[src/rtl/lias_pkg.sv]
// ----------------------------------------------------------------------------
// lias_pkg
// Shared types and constants for the local interval alignment score unit.
// ----------------------------------------------------------------------------
package lias_pkg;

    localparam int MAX_TARGETS = 256;
    localparam int IDX_W       = $clog2(MAX_TARGETS);
    localparam int COL_W       = $clog2(MAX_TARGETS + 1);
    localparam int SCORE_W     = 24;
    localparam int MZ_W        = 32;
    localparam int CFG_W       = 16;
    localparam int CFG_IDX_W   = 2;

    localparam logic [CFG_IDX_W-1:0] REG_MATCH_BONUS  = 2'd0;
    localparam logic [CFG_IDX_W-1:0] REG_SKIP_TARGET  = 2'd1;
    localparam logic [CFG_IDX_W-1:0] REG_SKIP_SOURCE  = 2'd2;

    localparam logic [CFG_W-1:0] CFG_RESET_VALUE = 16'd256;

    localparam logic REQ_TARGET = 1'b0;
    localparam logic REQ_SOURCE = 1'b1;

    typedef enum logic {
        ST_IDLE,
        ST_ROW
    } state_t;

    typedef struct packed {
        logic               valid;
        logic               last;
        logic [SCORE_W-1:0] diag;
        logic [SCORE_W-1:0] left;
        logic [SCORE_W-1:0] best;
        logic [COL_W-1:0]   col;
        logic [COL_W-1:0]   pos;
    } token_t;

endpackage

[src/rtl/lias_cell.sv]
// ----------------------------------------------------------------------------
// lias_cell
// One target column: holds its interval and row score, updates on the token.
// ----------------------------------------------------------------------------
module lias_cell (
    input  logic                                clk,
    input  logic                                rst_n,
    input  logic [lias_pkg::IDX_W-1:0]          cell_index,
    input  logic                                clr,
    input  logic                                ld_en,
    input  logic [lias_pkg::IDX_W-1:0]          ld_index,
    input  logic [lias_pkg::MZ_W-1:0]           ld_low,
    input  logic [lias_pkg::MZ_W-1:0]           ld_high,
    input  logic [lias_pkg::MZ_W-1:0]           src_low,
    input  logic [lias_pkg::MZ_W-1:0]           src_high,
    input  logic [lias_pkg::CFG_W-1:0]          match_bonus,
    input  logic [lias_pkg::CFG_W-1:0]          skip_target_penalty,
    input  logic [lias_pkg::CFG_W-1:0]          skip_source_penalty,
    input  lias_pkg::token_t                    tok_in,
    output lias_pkg::token_t                    tok_out
);

    localparam int SW = lias_pkg::SCORE_W;
    localparam int PW = SW - lias_pkg::CFG_W;

    logic [lias_pkg::MZ_W-1:0] low_reg;
    logic [lias_pkg::MZ_W-1:0] high_reg;
    logic                      loaded_reg;
    logic [SW-1:0]             score_reg;
    lias_pkg::token_t          tok_reg;
    lias_pkg::token_t          tok_next;

    logic          overlap;
    logic [SW:0]   diag_sum;
    logic [SW-1:0] diag_val;
    logic [SW-1:0] left_val;
    logic [SW-1:0] up_val;
    logic [SW-1:0] tpen;
    logic [SW-1:0] spen;
    logic [SW-1:0] cell_val;
    logic [lias_pkg::COL_W-1:0] pos_inc;

    always_comb
    begin
        tpen     = {{PW{1'b0}}, skip_target_penalty};
        spen     = {{PW{1'b0}}, skip_source_penalty};
        overlap  = (src_low <= high_reg) && (low_reg <= src_high);
        diag_sum = {1'b0, tok_in.diag} + {{(PW + 1){1'b0}}, match_bonus};
        diag_val = '0;
        if (overlap)
        begin
            diag_val = diag_sum[SW] ? {SW{1'b1}} : diag_sum[SW-1:0];
        end
        left_val = (tok_in.left > tpen) ? (tok_in.left - tpen) : '0;
        up_val   = (score_reg > spen) ? (score_reg - spen) : '0;
        cell_val = diag_val;
        if (left_val > cell_val)
        begin
            cell_val = left_val;
        end
        if (up_val > cell_val)
        begin
            cell_val = up_val;
        end
    end

    always_comb
    begin
        pos_inc      = tok_in.pos + 1'b1;
        tok_next     = tok_in;
        tok_next.pos = pos_inc;
        if (loaded_reg)
        begin
            tok_next.diag = score_reg;
            tok_next.left = cell_val;
            if (tok_in.last && (cell_val > tok_in.best))
            begin
                tok_next.best = cell_val;
                tok_next.col  = pos_inc;
            end
        end
    end

    always_ff @(posedge clk or negedge rst_n)
    begin
        if (!rst_n)
        begin
            tok_reg    <= '0;
            loaded_reg <= 1'b0;
            score_reg  <= '0;
        end
        else
        begin
            tok_reg <= tok_next;
            if (clr)
            begin
                loaded_reg <= 1'b0;
                score_reg  <= '0;
            end
            if (ld_en && (ld_index == cell_index))
            begin
                loaded_reg <= 1'b1;
            end
            if (tok_in.valid && loaded_reg)
            begin
                score_reg <= tok_in.last ? '0 : cell_val;
            end
        end
    end

    always_ff @(posedge clk)
    begin
        if (ld_en && (ld_index == cell_index))
        begin
            low_reg  <= ld_low;
            high_reg <= ld_high;
        end
    end

    assign tok_out = tok_reg;

endmodule
[config.mk]
export PLATFORM = sky130hd
export DESIGN_NAME = lias_cell
export DESIGN_NICKNAME = d
export VERILOG_FILES = /design/src/rtl/lias_pkg.sv /design/src/rtl/lias_cell.sv
export SDC_FILE = /design/constraint.sdc
export NUM_CORES = 1
export LEC_CHECK = 0
export BUFFER_PORTS_ARGS = -buffer_cell sky130_fd_sc_hd__buf_2
export CORE_MARGIN = 1
export CORE_UTILIZATION = 27
export DETAILED_ROUTE_END_ITERATION = 12
export PLACE_DENSITY_LB_ADDON = 0.25
export REMOVE_ABC_BUFFERS = 1
export SLEW_MARGIN = 20
export SYNTH_ARGS = -nofsm -noshare
export SYNTH_HDL_FRONTEND = slang
export SYNTH_SLANG_ARGS = --single-unit
[constraint.sdc]
create_clock -name clk -period 8.4 [get_ports clk]
set_input_delay 0.42 -clock clk [delete_from_list [all_inputs] [get_ports clk]]
set_output_delay 0.42 -clock clk [all_outputs]
set_load 0.03 [all_outputs]
---- Yosys cells after proc, flatten, opt, wreduce, memory -nomap -nowiden ----
Cells that the tools add are included.
storage, ports and cells
  register bits ........................... 181
  input port bits ......................... 288
  output and inout bits ................... 92
  word-level logic and storage cells ...... 42
cells by class
  add/subtract/negate cells ............... 4
  $lt $le $gt $ge ......................... 7
  eq/ne operators ......................... 1
  multiplexer cells ....................... 13
  reduce and logical (&&, ||, !) cells .... 6
operators with widths
  operator                                      count
  2-to-1 mux 24 bit                             9
  2-to-1 mux 81 bit                             1
  > comparator 24 bit                           3
  less-or-equal comparator 32 bit               2
  > comparator 24 x 16 -> 1 bit                 2
  subtractor 24 x 16 -> 24 bit                  2
  2-to-1 mux 33 bit                             1
  adder 24 x 16 -> 25 bit                       1
  adder 9 x 1 -> 9 bit (second input constant)  1
  equality test 8 bit                           1
  logical AND 1 bit                             4
  nonzero test 2 bit                            2
  2-to-1 mux 1 bit                              2

---- Logic depth before layout (Yosys ltp) ----
  word-level depth ........................ 11
  depth in mapped cells ................... 43

---- Worst setup path before layout ----
OpenSTA, ideal clock, no wires.
  path kind ............................... in2reg
  start ................................... in src_low[9] (netlist name)
  end ..................................... reg tok_reg (netlist bit tok_out[32])
  arrival ................................. 8.723 ns
  slack ................................... -0.448 ns
  stages on the path ...................... 40
  path through ............................ ha_1 a21o_1 nand3_1 a21oi_1 or4b_1 a31o_2 nor2_4 buf_2 clkbuf_1 nand2_1 ha_1 a21o_1 a21o_1 a221oi_1 a21oi_1 a31oi_2 nand2_2 clkbuf_1 (+4 left out) nand2_1 nor3_1 a31o_2 clkbuf_1 clkbuf_1 nor2_1 a31oi_1 ha_1 nor2b_1 o21ai_0 nand2b_1 a21oi_1 o21ai_0 o21ai_0 o211ai_1 o2111ai_1 clkbuf_1 mux2_2
RTL lines
  what                    RTL line         text
  start: declaration      lias_cell.sv:14  input logic [lias_pkg::MZ_W-1:0] src_low,
  end signal: assignment  lias_cell.sv:94  tok_reg <= tok_next;
  end: declaration        lias_cell.sv:30  lias_pkg::token_t tok_reg;

==> impl_metrics.env <==
export IMPL_status="complete, no violations"
export IMPL_cts_tree="yes"
export IMPL_numClockSinks=181
export IMPL_synth_edf_count=64
export IMPL_initial_core_util_pct=27.6
export IMPL_holdCritPathClass="input port to async pin"
export IMPL_yosys_warnings=0
export IMPL_yosys_most_used_dff="dfrtp_1"
export IMPL_layout_common_cells="378 x buf_2, 199 x buf_4, 173 x ha_1"
export IMPL_clkLatencyLatePin_ps=500
export IMPL_htreeDepth=4
export IMPL_ys_ff_latch=181
export IMPL_grt_pass1_wl_um=81500
export IMPL_hold_violations=0
export IMPL_finalNetCount=2547
export IMPL_area_delta_synth_final_pct=38.0
export IMPL_slowest_delay_ps=500
export IMPL_period_share_pct=97.6
export IMPL_drive_above_1_share_pct=39.1
export IMPL_overflow=0
export IMPL_drc=0
export IMPL_grt_pass1_vias=14000
export IMPL_cpMaxStageDelayCell="or4b_4"
export IMPL_fmax_mhz=122
export IMPL_numCtsBuffers=17
export IMPL_slew_headroom_pct=41.0
export IMPL_use_met3_pct=3.94
export IMPL_setup_worst_path_end_class="flip-flop"
export IMPL_rsz0062_at_grt="yes"
export IMPL_ir_drop_v=0.000179
export IMPL_crit_required_ps=8780
export IMPL_grt_max_degree=66
export IMPL_worstPathArrival_ps=8580
export IMPL_power_per_cell_area_nw_per_um2=142
export IMPL_async_reset_ff_share_pct=64.6
export IMPL_final_common_cell="buf_2"
export IMPL_fin_crit_ps=8200
export IMPL_drtAntennaViolNets=0
export IMPL_ys_seq_area_share_pct=33.9
export IMPL_gp_congestion=0.907
export IMPL_synth_cell_type_count=91
export IMPL_ctsHoldBuffers=0
export IMPL_cts_path_max_buffers=2
export IMPL_worst_pin_slew_ps=884
export IMPL_groute_layer_met1_usage_pct=26.7
export IMPL_grt_antenna_before_repair=1
export IMPL_dieArea_um2=53800
export IMPL_drt_first_pass_iters=5
export IMPL_crit_fanout=8
export IMPL_wire_per_inst_um=20.1
export IMPL_syn_area_um2=14300
export IMPL_die_h_um=232
export IMPL_p_leak_nw=9.52
export IMPL_grt_util_all_layers_pct=20.2
export IMPL_start_kind="flip-flop"
export IMPL_grt_util_met2_pct=33.6
export IMPL_hpwl_um=45800
export IMPL_io_buffers=379
export IMPL_die_x_um=232
export IMPL_drt_iter0_drc=719
export IMPL_wl_um=55500
export IMPL_rows=83
export IMPL_core_um2=51800
export IMPL_path_clk_slew_ps=70
export IMPL_drv_cap=0
export IMPL_finalPower_w=0.00280
export IMPL_whs_ps=10.4
export IMPL_top_usage_layer="met2"
export IMPL_cts_root_buffer="clkbuf_16"
export IMPL_critPathKind="flip-flop to flip-flop"
export IMPL_ios=380
export IMPL_skew_ps=17.7
export IMPL_synth_area_per_cell_um2=9.52
export IMPL_setup_viol=0
export IMPL_routed_via_count=13700
export IMPL_netlist_instances=1501
export IMPL_vias_per_cell=4.96
export IMPL_slew_viol_final=0
export IMPL_largest_reg_flops=92
[final timing paths]
path | end | slack [ps] | cells after the start | startpoint
setup / recovery | tok_out[31]$_DFF_PN0_ | 200 | 40 | high_reg[11]$_DFFE_PP_
hold / removal | tok_out[36]$_DFF_PN0_ | 10 | 1 | rst_n
setup reg to reg | tok_out[31]$_DFF_PN0_ | 200 | 40 | high_reg[11]$_DFFE_PP_
hold reg to reg | score_reg[2]$_DFFE_PN0P_ | 560 | 1 | score_reg[2]$_DFFE_PN0P_
max in group asynchronous | tok_out[33]$_DFF_PN0_ | 6990 | 2 | rst_n
min in group clk | low_reg[8]$_DFFE_PP_ | 90 | 1 | ld_low[8]
[critical path, delay by kind of cell (launching register included)]
family | cells | cell delay, ps
compound gates | 15 | 2520
simple gates | 12 | 2480
fa+ha+maj | 4 | 1120
buf+inv | 7 | 1060
mux | 2 | 510
flops | 1 | 380
[per-stage QoR]
step                cell area [um2]  setup TNS, ps  utilization, %  setup WS, ps  std cells
CTS                           19000              0            36.7         0.256       2749
floorplan                     14100         -83370               -         -2530       1458
detailed placement            18400         -13640            35.5          -439       2715
finish                        19700              0            38.0           198       2765
global route                  19700          -4130            38.0          -184       2764
global placement              18400         -10980            35.5          -346       2715
[per-layer routing]
layer | vias up | wire length, um
met5 | - | 0
met4 | 0 | 720
met3 | 34 | 3210
met2 | 413 | 26000
met1 | 6581 | 25600
li1 | 6699 | -
[cell usage after synthesis (7+ instances only)]
library cell	n	share of area, %
nor4_1	8	0.35
or3_1	7	0.31
and3_1	15	0.66
a21o_1	34	1.8
o21ai_0	60	2.1
nand4_1	43	1.9
ha_1	185	16
nor2_1	69	1.8
xor2_1	17	1.0
clkbuf_1	29	0.76
nand2_1	88	2.3
or2_2	9	0.39
o21a_1	23	1.2
nand3_1	36	1.3
a211oi_1	24	1.3
inv_1	154	4.0
mux2i_1	14	0.98
o211ai_1	22	1.2
buf_2	10	0.35
nand2b_1	8	0.35
nor2b_1	16	0.70
mux2_2	81	6.4
dfrtp_1	117	20
and2_1	20	0.88
xnor2_1	31	1.9
nor3_1	42	1.5
a31oi_1	23	1.0
a22o_1	20	1.2
a21oi_1	112	3.9
edfxtp_1	64	13
[cell type report]
type	count	area [um2]
Inverter	155	582
Antenna cell	1	2.50
Fill cell	5286	32100
Clock inverter	15	154
Sequential cell	181	4850
Clock buffer	17	425
Tap cell	680	851
Timing Repair Buffer	594	3680
Multi-Input combinational cell	1122	9160
[logic make-up (layout without fill, tap and decap cells)]
| family | count (synthesis) | in the layout | synth area share, % |
|---|---|---|---|
| adders and majority gates | 188 | 188 | 16.6 |
| DFF | 181 | 181 | 33.9 |
| AOI/OAI and AO/OA | 392 | 392 | 18.7 |
| other | 0 | 1 | 0 |
| and+or+nand+nor | 394 | 394 | 14.6 |
| muxes | 100 | 100 | 7.87 |
| xor gates and xnor gates | 48 | 48 | 2.94 |
| buffers and inverters | 198 | 781 | 5.37 |
[where the power goes]
| part | leakage (nW) | total (W) | switching [W] | internal (W) |
|---|---|---|---|---|
| logic | 7.25 | 0.00103 | 0.000572 | 0.000459 |
| clock network | 0.280 | 0.000821 | 0.000425 | 0.000396 |
| registers | 2.00 | 0.000947 | 0.00000829 | 0.000939 |
| total | 9.52 | 0.00280 | 0.00100 | 0.00179 |
[repair_timing]
action	4_1_cts	5_1_grt
pin swaps	2	38
setup buffers	2	11
endpoints found under the setup margin	33	33
gates resized for setup	5	91
gates cloned	0	4
Power figures use the tool's default switching activity.
